--- config.mk ---
export PLATFORM = sky130hd
export DESIGN_NAME = modem_rx_escape_demux
export DESIGN_NICKNAME = d
export VERILOG_FILES = /design/src/sv/mred_pkg.sv /design/src/sv/mred_decode.sv /design/src/sv/modem_rx_escape_demux.sv
export SDC_FILE = /design/constraint.sdc
export NUM_CORES = 1
export LEC_CHECK = 0
export BUFFER_PORTS_ARGS = -buffer_cell sky130_fd_sc_hd__buf_2
export CORE_MARGIN = 2
export CORE_UTILIZATION = 29
export DETAILED_ROUTE_END_ITERATION = 10
export GPL_ROUTABILITY_DRIVEN = 0
export GPL_TIMING_DRIVEN = 0
export PLACE_DENSITY_LB_ADDON = 0.15
export RECOVER_POWER = 25
export SLEW_MARGIN = 10
export SYNTH_ARGS = -nofsm -noshare
export SYNTH_HDL_FRONTEND = slang
export SYNTH_HIERARCHICAL = 1
export SYNTH_SLANG_ARGS = --single-unit
--- constraint.sdc ---
create_clock -name clk -period 3.6 [get_ports clk]
set_clock_uncertainty 0.15 [all_clocks]
set_input_delay 0.36 -clock clk [delete_from_list [all_inputs] [get_ports clk]]
set_output_delay 0.36 -clock clk [all_outputs]
set_load 0.01 [all_outputs]
--- src/sv/mred_pkg.sv ---
package mred_pkg;

    localparam int unsigned MAX_STATUS_LEN = 256;
    localparam int unsigned LEN_W          = $clog2(MAX_STATUS_LEN + 1);
    localparam int unsigned LEFT_W         = 4;

    localparam logic [7:0] ESC_PORT    = 8'h91;
    localparam logic [7:0] ESC_STATUS  = 8'h80;
    localparam logic [7:0] LIT_PORT    = 8'hB1;
    localparam logic [7:0] SEL_SEC     = 8'h33;
    localparam logic [7:0] SEL_PRI     = 8'h31;
    localparam logic [7:0] PORT_RX     = 8'h30;
    localparam logic [7:0] PORT_ECHO   = 8'h31;
    localparam logic [7:0] PORT_SEC    = 8'h32;
    localparam logic [7:0] MSG_END     = 8'h00;

    typedef enum logic [1:0] {
        KIND_PRIMARY   = 2'd0,
        KIND_SECONDARY = 2'd1,
        KIND_STATUS    = 2'd2,
        KIND_UNKNOWN   = 2'd3
    } kind_t;

    typedef struct packed {
        logic              p80;
        logic              p91;
        logic              sec;
        logic              echo;
        logic [LEFT_W-1:0] bytes_left;
        logic              zt;
        logic [LEN_W-1:0]  msg_len;
    } state_t;

    typedef struct packed {
        kind_t      kind;
        logic [7:0] value;
        logic       first;
        logic       last;
        logic       echo;
        logic       disc;
    } result_t;

    // status codes that are swallowed without a result
    function automatic logic is_ignored(input logic [7:0] b);
        logic r;
        unique case (b)
            8'h06, 8'h09, 8'h10, 8'h33, 8'h34, 8'h51, 8'h56,
            8'h59, 8'h5A, 8'h65, 8'h69, 8'h80, 8'hFE: r = 1'b1;
            default:                                  r = 1'b0;
        endcase
        return r;
    endfunction

    // codes that open a zero-terminated message
    function automatic logic is_variable(input logic [7:0] b);
        logic r;
        unique case (b)
            8'h20, 8'h21, 8'h22, 8'h26, 8'h27, 8'h28,
            8'h2A, 8'h2B, 8'h2C, 8'h2D, 8'h2E: r = 1'b1;
            default:                          r = 1'b0;
        endcase
        return r;
    endfunction

    // link disconnect codes, one trailing byte
    function automatic logic is_disconnect(input logic [7:0] b);
        return (b == 8'h23) || (b == 8'h24);
    endfunction

    // trailing byte count of fixed messages, zero if not one
    function automatic logic [LEFT_W-1:0] fixed_len(input logic [7:0] b);
        logic [LEFT_W-1:0] r;
        unique case (b)
            8'h70:   r = LEFT_W'(8);
            8'h71:   r = LEFT_W'(1);
            8'h72:   r = LEFT_W'(7 * 2);
            8'h73:   r = LEFT_W'(1);
            8'h75:   r = LEFT_W'(4);
            8'h7F:   r = LEFT_W'(2);
            default: r = '0;
        endcase
        return r;
    endfunction

endpackage

--- src/sv/mred_decode.sv ---
module mred_decode
    import mred_pkg::*;
(
    input  state_t     st,
    input  logic [7:0] rx,
    output state_t     st_next,
    output logic       has_result,
    output result_t    res
);

    logic [LEN_W-1:0]  len_inc;
    logic [LEFT_W-1:0] flen;
    logic              msg_done;

    assign len_inc  = (st.msg_len < LEN_W'(MAX_STATUS_LEN)) ? st.msg_len + LEN_W'(1)
                                                             : st.msg_len;
    assign flen     = fixed_len(rx);
    assign msg_done = (rx == MSG_END) || (len_inc >= LEN_W'(MAX_STATUS_LEN));

    always_comb
    begin
        st_next    = st;
        has_result = 1'b0;
        res.kind   = st.sec ? KIND_SECONDARY : KIND_PRIMARY;
        res.value  = rx;
        res.first  = 1'b0;
        res.last   = 1'b0;
        res.echo   = st.sec ? 1'b0 : st.echo;
        res.disc   = 1'b0;

        priority if (!st.p91 && rx == ESC_PORT)
        begin
            st_next.p91 = 1'b1;
        end
        else if (st.p91)
        begin
            st_next.p91 = 1'b0;
            priority if (rx == SEL_SEC)
            begin
                st_next.sec = 1'b1;
            end
            else if (rx == SEL_PRI)
            begin
                st_next.sec = 1'b0;
            end
            else if (rx == LIT_PORT)
            begin
                has_result = 1'b1;
                res.value  = ESC_PORT;
            end
            else
            begin
                has_result = 1'b0;
            end
        end
        else if (!st.p80)
        begin
            if (rx == ESC_STATUS)
            begin
                st_next.p80 = 1'b1;
            end
            else
            begin
                has_result = 1'b1;
            end
        end
        else
        begin
            st_next.p80 = 1'b0;
            res.echo    = 1'b0;
            res.kind    = KIND_STATUS;
            priority if (st.zt)
            begin
                st_next.msg_len = len_inc;
                st_next.zt      = !msg_done;
                has_result      = 1'b1;
                res.last        = msg_done;
            end
            else if (st.bytes_left != '0)
            begin
                st_next.bytes_left = st.bytes_left - LEFT_W'(1);
                has_result         = 1'b1;
                res.last           = (st.bytes_left == LEFT_W'(1));
            end
            else if (is_ignored(rx))
            begin
                has_result = 1'b0;
            end
            else if (is_variable(rx))
            begin
                st_next.zt      = 1'b1;
                st_next.msg_len = LEN_W'(1);
                has_result      = 1'b1;
                res.first       = 1'b1;
            end
            else if (is_disconnect(rx))
            begin
                st_next.bytes_left = LEFT_W'(1);
                st_next.msg_len    = LEN_W'(1);
                has_result         = 1'b1;
                res.first          = 1'b1;
                res.disc           = 1'b1;
            end
            else if (rx == PORT_RX)
            begin
                st_next.sec  = 1'b0;
                st_next.echo = 1'b0;
            end
            else if (rx == PORT_ECHO)
            begin
                st_next.sec  = 1'b0;
                st_next.echo = 1'b1;
            end
            else if (rx == PORT_SEC)
            begin
                st_next.sec = 1'b1;
            end
            else if (flen != '0)
            begin
                st_next.bytes_left = flen;
                st_next.msg_len    = LEN_W'(1);
                has_result         = 1'b1;
                res.first          = 1'b1;
            end
            else
            begin
                has_result = 1'b1;
                res.kind   = KIND_UNKNOWN;
            end
        end
    end

endmodule

--- src/sv/modem_rx_escape_demux.sv ---
// channel | handshake            | payload
// in      | in_valid / in_ready  | rx_byte, burst_end
// out     | out_valid / out_ready| kind, value, msg_first, msg_last, echo_flag, disconnect
//
// one byte per cycle sustained while the result is not stalled; a byte is held in the input register,
// is decoded against the escape state and lands in the result register
// reset clears the valid flags of both registers and the escape state, secondary port selected
// a stalled result holds the input register; bytes that give no result still
// pass through the decode and update the state
module modem_rx_escape_demux
    import mred_pkg::*;
(
    input  logic       clk,
    input  logic       rst_n,
    input  logic       in_valid,
    output logic       in_ready,
    input  logic [7:0] rx_byte,
    input  logic       burst_end,
    output logic       out_valid,
    input  logic       out_ready,
    output logic [1:0] kind,
    output logic [7:0] value,
    output logic       msg_first,
    output logic       msg_last,
    output logic       echo_flag,
    output logic       disconnect
);

    logic       s1_valid_reg;
    logic [7:0] s1_byte_reg;
    state_t     state_reg;
    state_t     state_next;
    logic       out_valid_reg;
    result_t    res_reg;
    result_t    res_next;
    logic       has_result;
    logic       advance;

    assign advance  = s1_valid_reg && (!out_valid_reg || out_ready);
    assign in_ready = !s1_valid_reg || !out_valid_reg || out_ready;

    mred_decode u_decode (
        .st         (state_reg),
        .rx         (s1_byte_reg),
        .st_next    (state_next),
        .has_result (has_result),
        .res        (res_next)
    );

    always_ff @(posedge clk or negedge rst_n)
    begin
        if (!rst_n)
        begin
            s1_valid_reg <= 1'b0;
            out_valid_reg <= 1'b0;
            state_reg <= '{p80: 1'b0, p91: 1'b0, sec: 1'b1, echo: 1'b0,
                           bytes_left: '0, zt: 1'b0, msg_len: '0};
        end
        else
        begin
            if (in_valid && in_ready)
            begin
                s1_valid_reg <= 1'b1;
            end
            else if (advance)
            begin
                s1_valid_reg <= 1'b0;
            end
            if (advance)
            begin
                state_reg <= state_next;
                out_valid_reg <= has_result;
            end
            else if (out_ready)
            begin
                out_valid_reg <= 1'b0;
            end
        end
    end

    // payload registers
    always_ff @(posedge clk)
    begin
        if (in_valid && in_ready)
        begin
            s1_byte_reg <= rx_byte;
        end
        if (advance && has_result)
        begin
            res_reg <= res_next;
        end
    end

    assign out_valid  = out_valid_reg;
    assign kind       = res_reg.kind;
    assign value      = res_reg.value;
    assign msg_first  = res_reg.first;
    assign msg_last   = res_reg.last;
    assign echo_flag  = res_reg.echo;
    assign disconnect = res_reg.disc;

    a_len_bound: assert property (@(posedge clk) disable iff (!rst_n)
        state_reg.msg_len <= LEN_W'(MAX_STATUS_LEN))
        else $error("message length beyond limit");

    a_one_msg_mode: assert property (@(posedge clk) disable iff (!rst_n)
        !(state_reg.zt && state_reg.bytes_left != '0))
        else $error("fixed and variable message both open");

    a_echo_primary: assert property (@(posedge clk) disable iff (!rst_n)
        out_valid && res_reg.kind != KIND_PRIMARY |-> !echo_flag)
        else $error("echo flag on non-primary result");

    a_disc_first: assert property (@(posedge clk) disable iff (!rst_n)
        out_valid && disconnect |-> msg_first && res_reg.kind == KIND_STATUS)
        else $error("disconnect without message start");

    a_stall_holds: assert property (@(posedge clk) disable iff (!rst_n)
        s1_valid_reg && out_valid_reg && !out_ready |=> s1_valid_reg && $stable(state_reg))
        else $error("decode advanced into a stalled result");

endmodule
==> results of run 1 <==
==> power groups by stage <==
| stage | Combinational (µW) | Clock, µW | Sequential (µW) |
|---|---|---|---|
| floorplan | 145 | 0 | 566 |
| global placement | 215 | 0 | 561 |
| detailed placement | 215 | 0 | 561 |
| CTS | 217 | 316 | 551 |
| global route | 239 | 333 | 554 |
| finish | 216 | 300 | 551 |
==> layout make-up <==
| type | instances | area (µm²) |
|---|---|---|
| plain buffers | 23 | 130 |
| multi-input cells | 189 | 1390 |
| well taps | 111 | 139 |
| inverters | 7 | 26.3 |
| flip-flops and latches | 42 | 1160 |
| clock inverters | 2 | 10.0 |
| fillers | 944 | 6080 |
| clock buffers | 6 | 72.6 |
| repair buffers | 28 | 144 |
==> per-layer routing <==
metal / vias to the layer above / wire length (µm) / GRT usage [%]
li1: 1044 / - / -
met1: 1021 / 3070 / 17.9
met2: 37 / 2790 / 19.6
met3: 4 / 150 / 1.94
met4: 0 / 66 / 4.11
met5: - / 0 / 0
==> final timing paths <==
path,startpoint,end,slack (ns),cells past startpoint
max in group asynchronous,rst_n,state_reg[11],1.97,2
max,s1_byte_reg[1],msg_first,0.36,8
max reg2reg,s1_byte_reg[1],msg_first,0.36,8
min in group asynchronous,rst_n,state_reg[5],0.66,2
min reg2reg,state_reg[9],state_reg[9],0.36,1
min,rx_byte[4],s1_byte_reg[4],0.08,1
==> critical path: stages (launching register included) <==
cell	delay [ns]
edfxtp_1	0.37
buf_4	0.18
nand2b_1	0.18
o22ai_1	0.14
a32o_1	0.25
or4_1	0.56
a21oi_1	0.23
nand2_1	0.11
nor2_2	0.68
==> cells by family after synthesis <==
| kind of cell | after synthesis |
|---|---|
| and+or+nand+nor | 103 |
| muxes | 24 |
| xor gates and xnor gates | 1 |
| buffers and inverters | 30 |
| AOI/OAI and AO/OA | 58 |
| DFF | 42 |
| adders and majority gates | 3 |
==> metrics by stage <==
stage | hold WS [ns] | setup TNS, ns | area, µm²
2_1_floorplan | -0.0856 | 0 | 2710
3_3_place_gp | 0.199 | -0.965 | 2980
3_5_place_dp | 0.202 | 0 | 2980
4_1_cts | 0.0744 | 0 | 3070
5_1_grt | 0.0763 | 0 | 3070
6_report | 0.0848 | 0 | 3070
==> cells in the final DEF (no fill, tap or decap), types with 3 or more instances in the layout <==
master	count
dfrtp_1	19
a22oi_1	4
nand2b_1	7
nor3_1	6
clkbuf_8	5
o21ai_1	7
mux2_4	10
mux2_2	8
nor4bb_1	3
a21oi_1	8
mux2i_1	4
nor2_1	13
a31oi_1	7
o211ai_1	7
buf_2	36
ha_1	3
edfxtp_1	22
nor3b_1	4
nor2b_1	9
clkbuf_1	11
nand3_1	9
inv_1	5
and3_1	9
nand2_1	18
o21ai_0	7
==> qor.csv, run 1 <==
metric;value;unit
Post-Syn Instances;261;
H-tree depth;2;
sequential area share after synthesis;43.0;%
Core ar.;9150;µm²
Tmin final;3.24;ns
max cap viols;0;
area fraction in and, or, nand and nor cells after synthesis;23.6;%
CTS Sinks;42;
cts bufs inserted;5;
post-synthesis mux area share;11.2;%
non-filler cells in the finished layout;408;
synthesized cell area;2710;µm²
worst slew pin tran;1.14;ns
CTS tree;done;
diode count;0;
initial DRC count;190;
switching share of total power;29.4;%
Port Buffers;27;
Worst Path Arrival;3.01;ns
Reg power frac;51.7;%
CP Data Required Time;3.37;ns
initial antenna violation count;0;
DRC Markers;0;
max reg flops;18;
syn avg cell area;10.4;µm²
number of global-route vias before repair;2008;
total die area;10100;µm²
first-pass GRT wire length;10.2;mm
status;finished, final reports clean;
Ports;29;
Final Hold Fails;0;
Slew Viols, Final;0;
worst vdd ir;0.000107;V
Comb power frac;20.2;%
Post-synth top flop;edfxtp_1;
Int Pwr;753;µW
post-CTS setup buffer count;0;
DP Worst Slack;0.316;ns
pin count of the biggest net entering global routing;21;
Ys Warns;6;
ratio of cells with drive above 1 in the final layout;26.6;%
post-DP HPWL;4.37;mm
Cell variety after synth;67;
Clock power frac;28.1;%
Power Density;347;nW/µm²
Die Width;101;µm
CTS resizes;0;
DIE HEIGHT;101;µm
clk_lat worst skew;0.29;ns
P_leak;0.00127;µW
Initial Utilization;29.6;%
Pre-antenna DRT Iters;4;
final worst slack;0.361;ns
most numerous cell in the Yosys netlist;edfxtp_1;
Cell Rows;35;
nets;312;
Final Cycle Share;90.0;%
syn nets;277;
CP Capture Type;flip-flop;
Vias/cell;5.16;
post-layout util;33.6;%
Area growth syn-to-layout;13.6;%
Post-synth EDFFs;22;
Worst-path clk slew;0.08;ns
main combinational cell family by area after synthesis;simple AND/OR/NAND/NOR gates;
Synth top area share;24.4;%
fmax;309;MHz
Slew HR;23.9;%
Synth Area in XOR/XNOR;0.324;%
WL per Instance;14.9;µm
WS Path Type;reg -> reg;
CP startpoint kind;flip-flop;
HP Class;in -> reg;
Synth area leaders;edfxtp_1 (24%), dfrtp_1 (18%), mux2_4 (5.6%), mux2_2 (3.3%), nand2_1 (2.5%);
Placed Cells;399;
DRT antenna net count;0;
Commonest cells post-synth;edfxtp_1 (22), dfrtp_1 (19), nand2_1 (18);
Yosys reg bits;42;
GRT overflow;0;
RSZ-0062 raised after global routing;no;
Synth area leader;edfxtp_1;
crit-path max FO;14;
routed vias;2106;
Final Setup Violations;0;
Tot GR Track Use;12.6;%
Net Sw Power;313;µW
Bufs on Longest Clock Path;2;
Pwr Total;1070;µW
hold_buf cts;1;
synthesized-area fraction occupied by adder cells;1.39;%
asr flop ratio synth;47.6;%
total routed wirelength;6.08;mm
post-synthesis compound-gate area fraction;14.8;%
Clock Tree Root;clkbuf_8;
(Power assumes the default switching activity.)
==> run 2: changes to the inputs <==
--- a/config.mk
+++ b/config.mk
@@ -7,4 +7,5 @@
 export LEC_CHECK = 0
 export BUFFER_PORTS_ARGS = -buffer_cell sky130_fd_sc_hd__buf_2
+export CORE_ASPECT_RATIO = 0.8
 export CORE_MARGIN = 2
 export CORE_UTILIZATION = 29
==> constraint.sdc (replaced) <==
create_clock -name clk -period 3.6 [get_ports clk]
set_clock_uncertainty 0.15 [all_clocks]
set_input_delay 0.54 -clock clk [delete_from_list [all_inputs] [get_ports clk]]
set_output_delay 0.54 -clock clk [all_outputs]
set_load 0.01 [all_outputs]
==> qor.csv, run 2 (same netlist as run 1, synthesis figures left out) <==
metric;value;unit;change
WS Path Type;reg -> reg;;unchanged
CP Capture Type;flip-flop;;unchanged
Pwr Total;1230;µW;was 1070 µW
initial DRC count;163;;was 190
max reg flops;18;;unchanged
DRT antenna net count;0;;unchanged
worst slew pin tran;1.16;ns;was 1.14 ns
crit-path max cell delay;0.56;ns;was 0.68 ns
HP Class;in -> reg;;unchanged
ratio of cells with drive above 1 in the final layout;27.3;%;was 26.6%
Ports;29;;unchanged
pin count of the biggest net entering global routing;21;;unchanged
Tmin final;2.95;ns;was 3.24 ns
most common cell after layout, fill and taps aside;buf_2;;unchanged
post-DP HPWL;4.56;mm;was 4.37 mm
worst vdd ir;0.000188;V;was 0.000107 V
crit-path max FO;12;;was 14
Final Setup Violations;0;;unchanged
WL per Instance;15.2;µm;was 14.9 µm
Core ar.;9080;µm²;was 9150 µm²
GRT overflow;0;;unchanged
final instance area;3150;µm²;was 3070 µm²
total routed wirelength;6.27;mm;was 6.08 mm
cts bufs inserted;5;;unchanged
status;finished, final reports clean;;unchanged
flop2flop setup slack;0.65;ns;was 0.36 ns
Final Hold Fails;0;;unchanged
Worst path top cell family by delay;simple AND/OR/NAND/NOR gates;;unchanged
post-CTS setup buffer count;0;;unchanged
final worst slack;0.646;ns;was 0.361 ns
Vias/cell;5.16;;about the same
H-tree depth;2;;unchanged
Power Density;392;nW/µm²;was 347 nW/µm²
Slew Viols, Final;0;;unchanged
Tot GR Track Use;12.8;%;was 12.6%
Final Cycle Share;82.1;%;was 90.0%
Worst-path clk slew;0.06;ns;was 0.08 ns
Initial Utilization;29.8;%;was 29.6%
WP depth;9;;was 8
Bufs on Longest Clock Path;2;;unchanged
fillers;938;;was 944
P_leak;0.00130;µW;was 0.00127 µW
RR Startpoint;s1_byte_reg[1];;unchanged
DIE HEIGHT;90.4;µm;was 101 µm
number of global-route vias before repair;1945;;was 2008
commonest cells after routing, fill and taps aside;buf_2 (36), edfxtp_1 (22), dfrtp_1 (19);;unchanged
CP Cell Sequence;buf_4 > nand2b_1 > o22ai_1 > a32o_1 > or4_1 > a21oi_1 > nand2_1 > nor2_2 > buf_8;;was buf_4 > nand2b_1 > o22ai_1 > a32o_1 > or4_1 > a21oi_1 > nand2_1 > nor2_2
Slew HR;22.5;%;was 23.9%
Worst path slowest cell;or4_1;;was nor2_2
Pre-antenna DRT Iters;4;;unchanged
total die area;10100;µm²;about the same
Clock Tree Root;clkbuf_16;;was clkbuf_8
final hold slack;0.277;ns;was 0.0848 ns
Port Buffers;27;;unchanged
crit path from;s1_byte_reg[1];;unchanged
CTS Sinks;42;;unchanged
Die Width;112;µm;was 101 µm
fmax;339;MHz;was 309 MHz
hold_buf cts;0;;was 1
diode count;0;;unchanged
Hold Startpoint;rx_byte[7];;was rx_byte[4]
CTS resizes;0;;unchanged
CP startpoint kind;flip-flop;;unchanged
clk_lat worst skew;0.28;ns;was 0.29 ns
WP buf/inv;2;;was 1
DP Area;3000;µm²;was 2980 µm²
RSZ-0062 raised after global routing;no;;unchanged
DRC Markers;0;;unchanged
CP Data Required Time;3.44;ns;was 3.37 ns
Cell Rows;31;;was 35
initial antenna violation count;0;;unchanged
max cap viols;0;;unchanged
first-pass GRT wire length;10.4;mm;was 10.2 mm
DP Worst Slack;0.635;ns;was 0.316 ns
Worst Path Arrival;2.80;ns;was 3.01 ns
nets;312;;unchanged
CTS tree;done;;unchanged
routed vias;2125;;was 2106
Area growth syn-to-layout;16.5;%;was 13.6%
Setup crit end;value[0];;was msg_first
Reg2Reg Depth;9;;was 8
worst r2r dst;value[0];;was msg_first
==> run 2: stage by stage <==
| stage | std cells | util [%] | TNS [ns] |
|---|---|---|---|
| 3_5_place_dp | 404 | 33.1 | 0 |
| 4_1_cts | 412 | 34.7 | 0 |
| 6_report | 412 | 34.7 | 0 |
| 3_3_place_gp | 403 | 32.9 | -1.75 |
| 2_1_floorplan | 261 | - | 0 |
| 5_1_grt | 412 | 34.7 | 0 |
==> run 2: metal layers <==
layer | vias to the layer above | part of all wire (%) | GRT usage (%)
met5 | - | 0 | 0
met4 | 0 | 0.94 | 3.96
met3 | 5 | 5.4 | 2.55
met2 | 68 | 43 | 18.2
met1 | 1003 | 51 | 19.2
li1 | 1049 | - | -
==> run 2: area by class of cell <==
cell class | count | area [µm²] | area share (%)
Tap cell | 115 | 144 | 4.57
Clock buffer | 6 | 139 | 4.41
Sequential cell | 42 | 1160 | 36.9
Clock inverter | 2 | 12.5 | 0.397
Timing Repair Buffer | 28 | 149 | 4.72
Inverter | 7 | 26.3 | 0.834
Buffer | 23 | 130 | 4.13
Multi-Input combinational cell | 189 | 1390 | 44.1
==> run 2: worst min path at each step <==
stage	to	slack (ns)	depth (start not counted)
after floorplan	out_valid	0.09	0
after CTS	out_valid	0.08	1
after detailed placement	state_reg[9]	0.34	1
final	s1_byte_reg[7]	0.28	1
after global placement	state_reg[9]	0.33	1
after global routing	s1_byte_reg[7]	0.26	1
==> run 2: report_power, final <==
part | switching (µW) | internal [µW]
combinational | 136 | 83.8
sequential | 13.3 | 538
clock | 189 | 275
total | 338 | 896
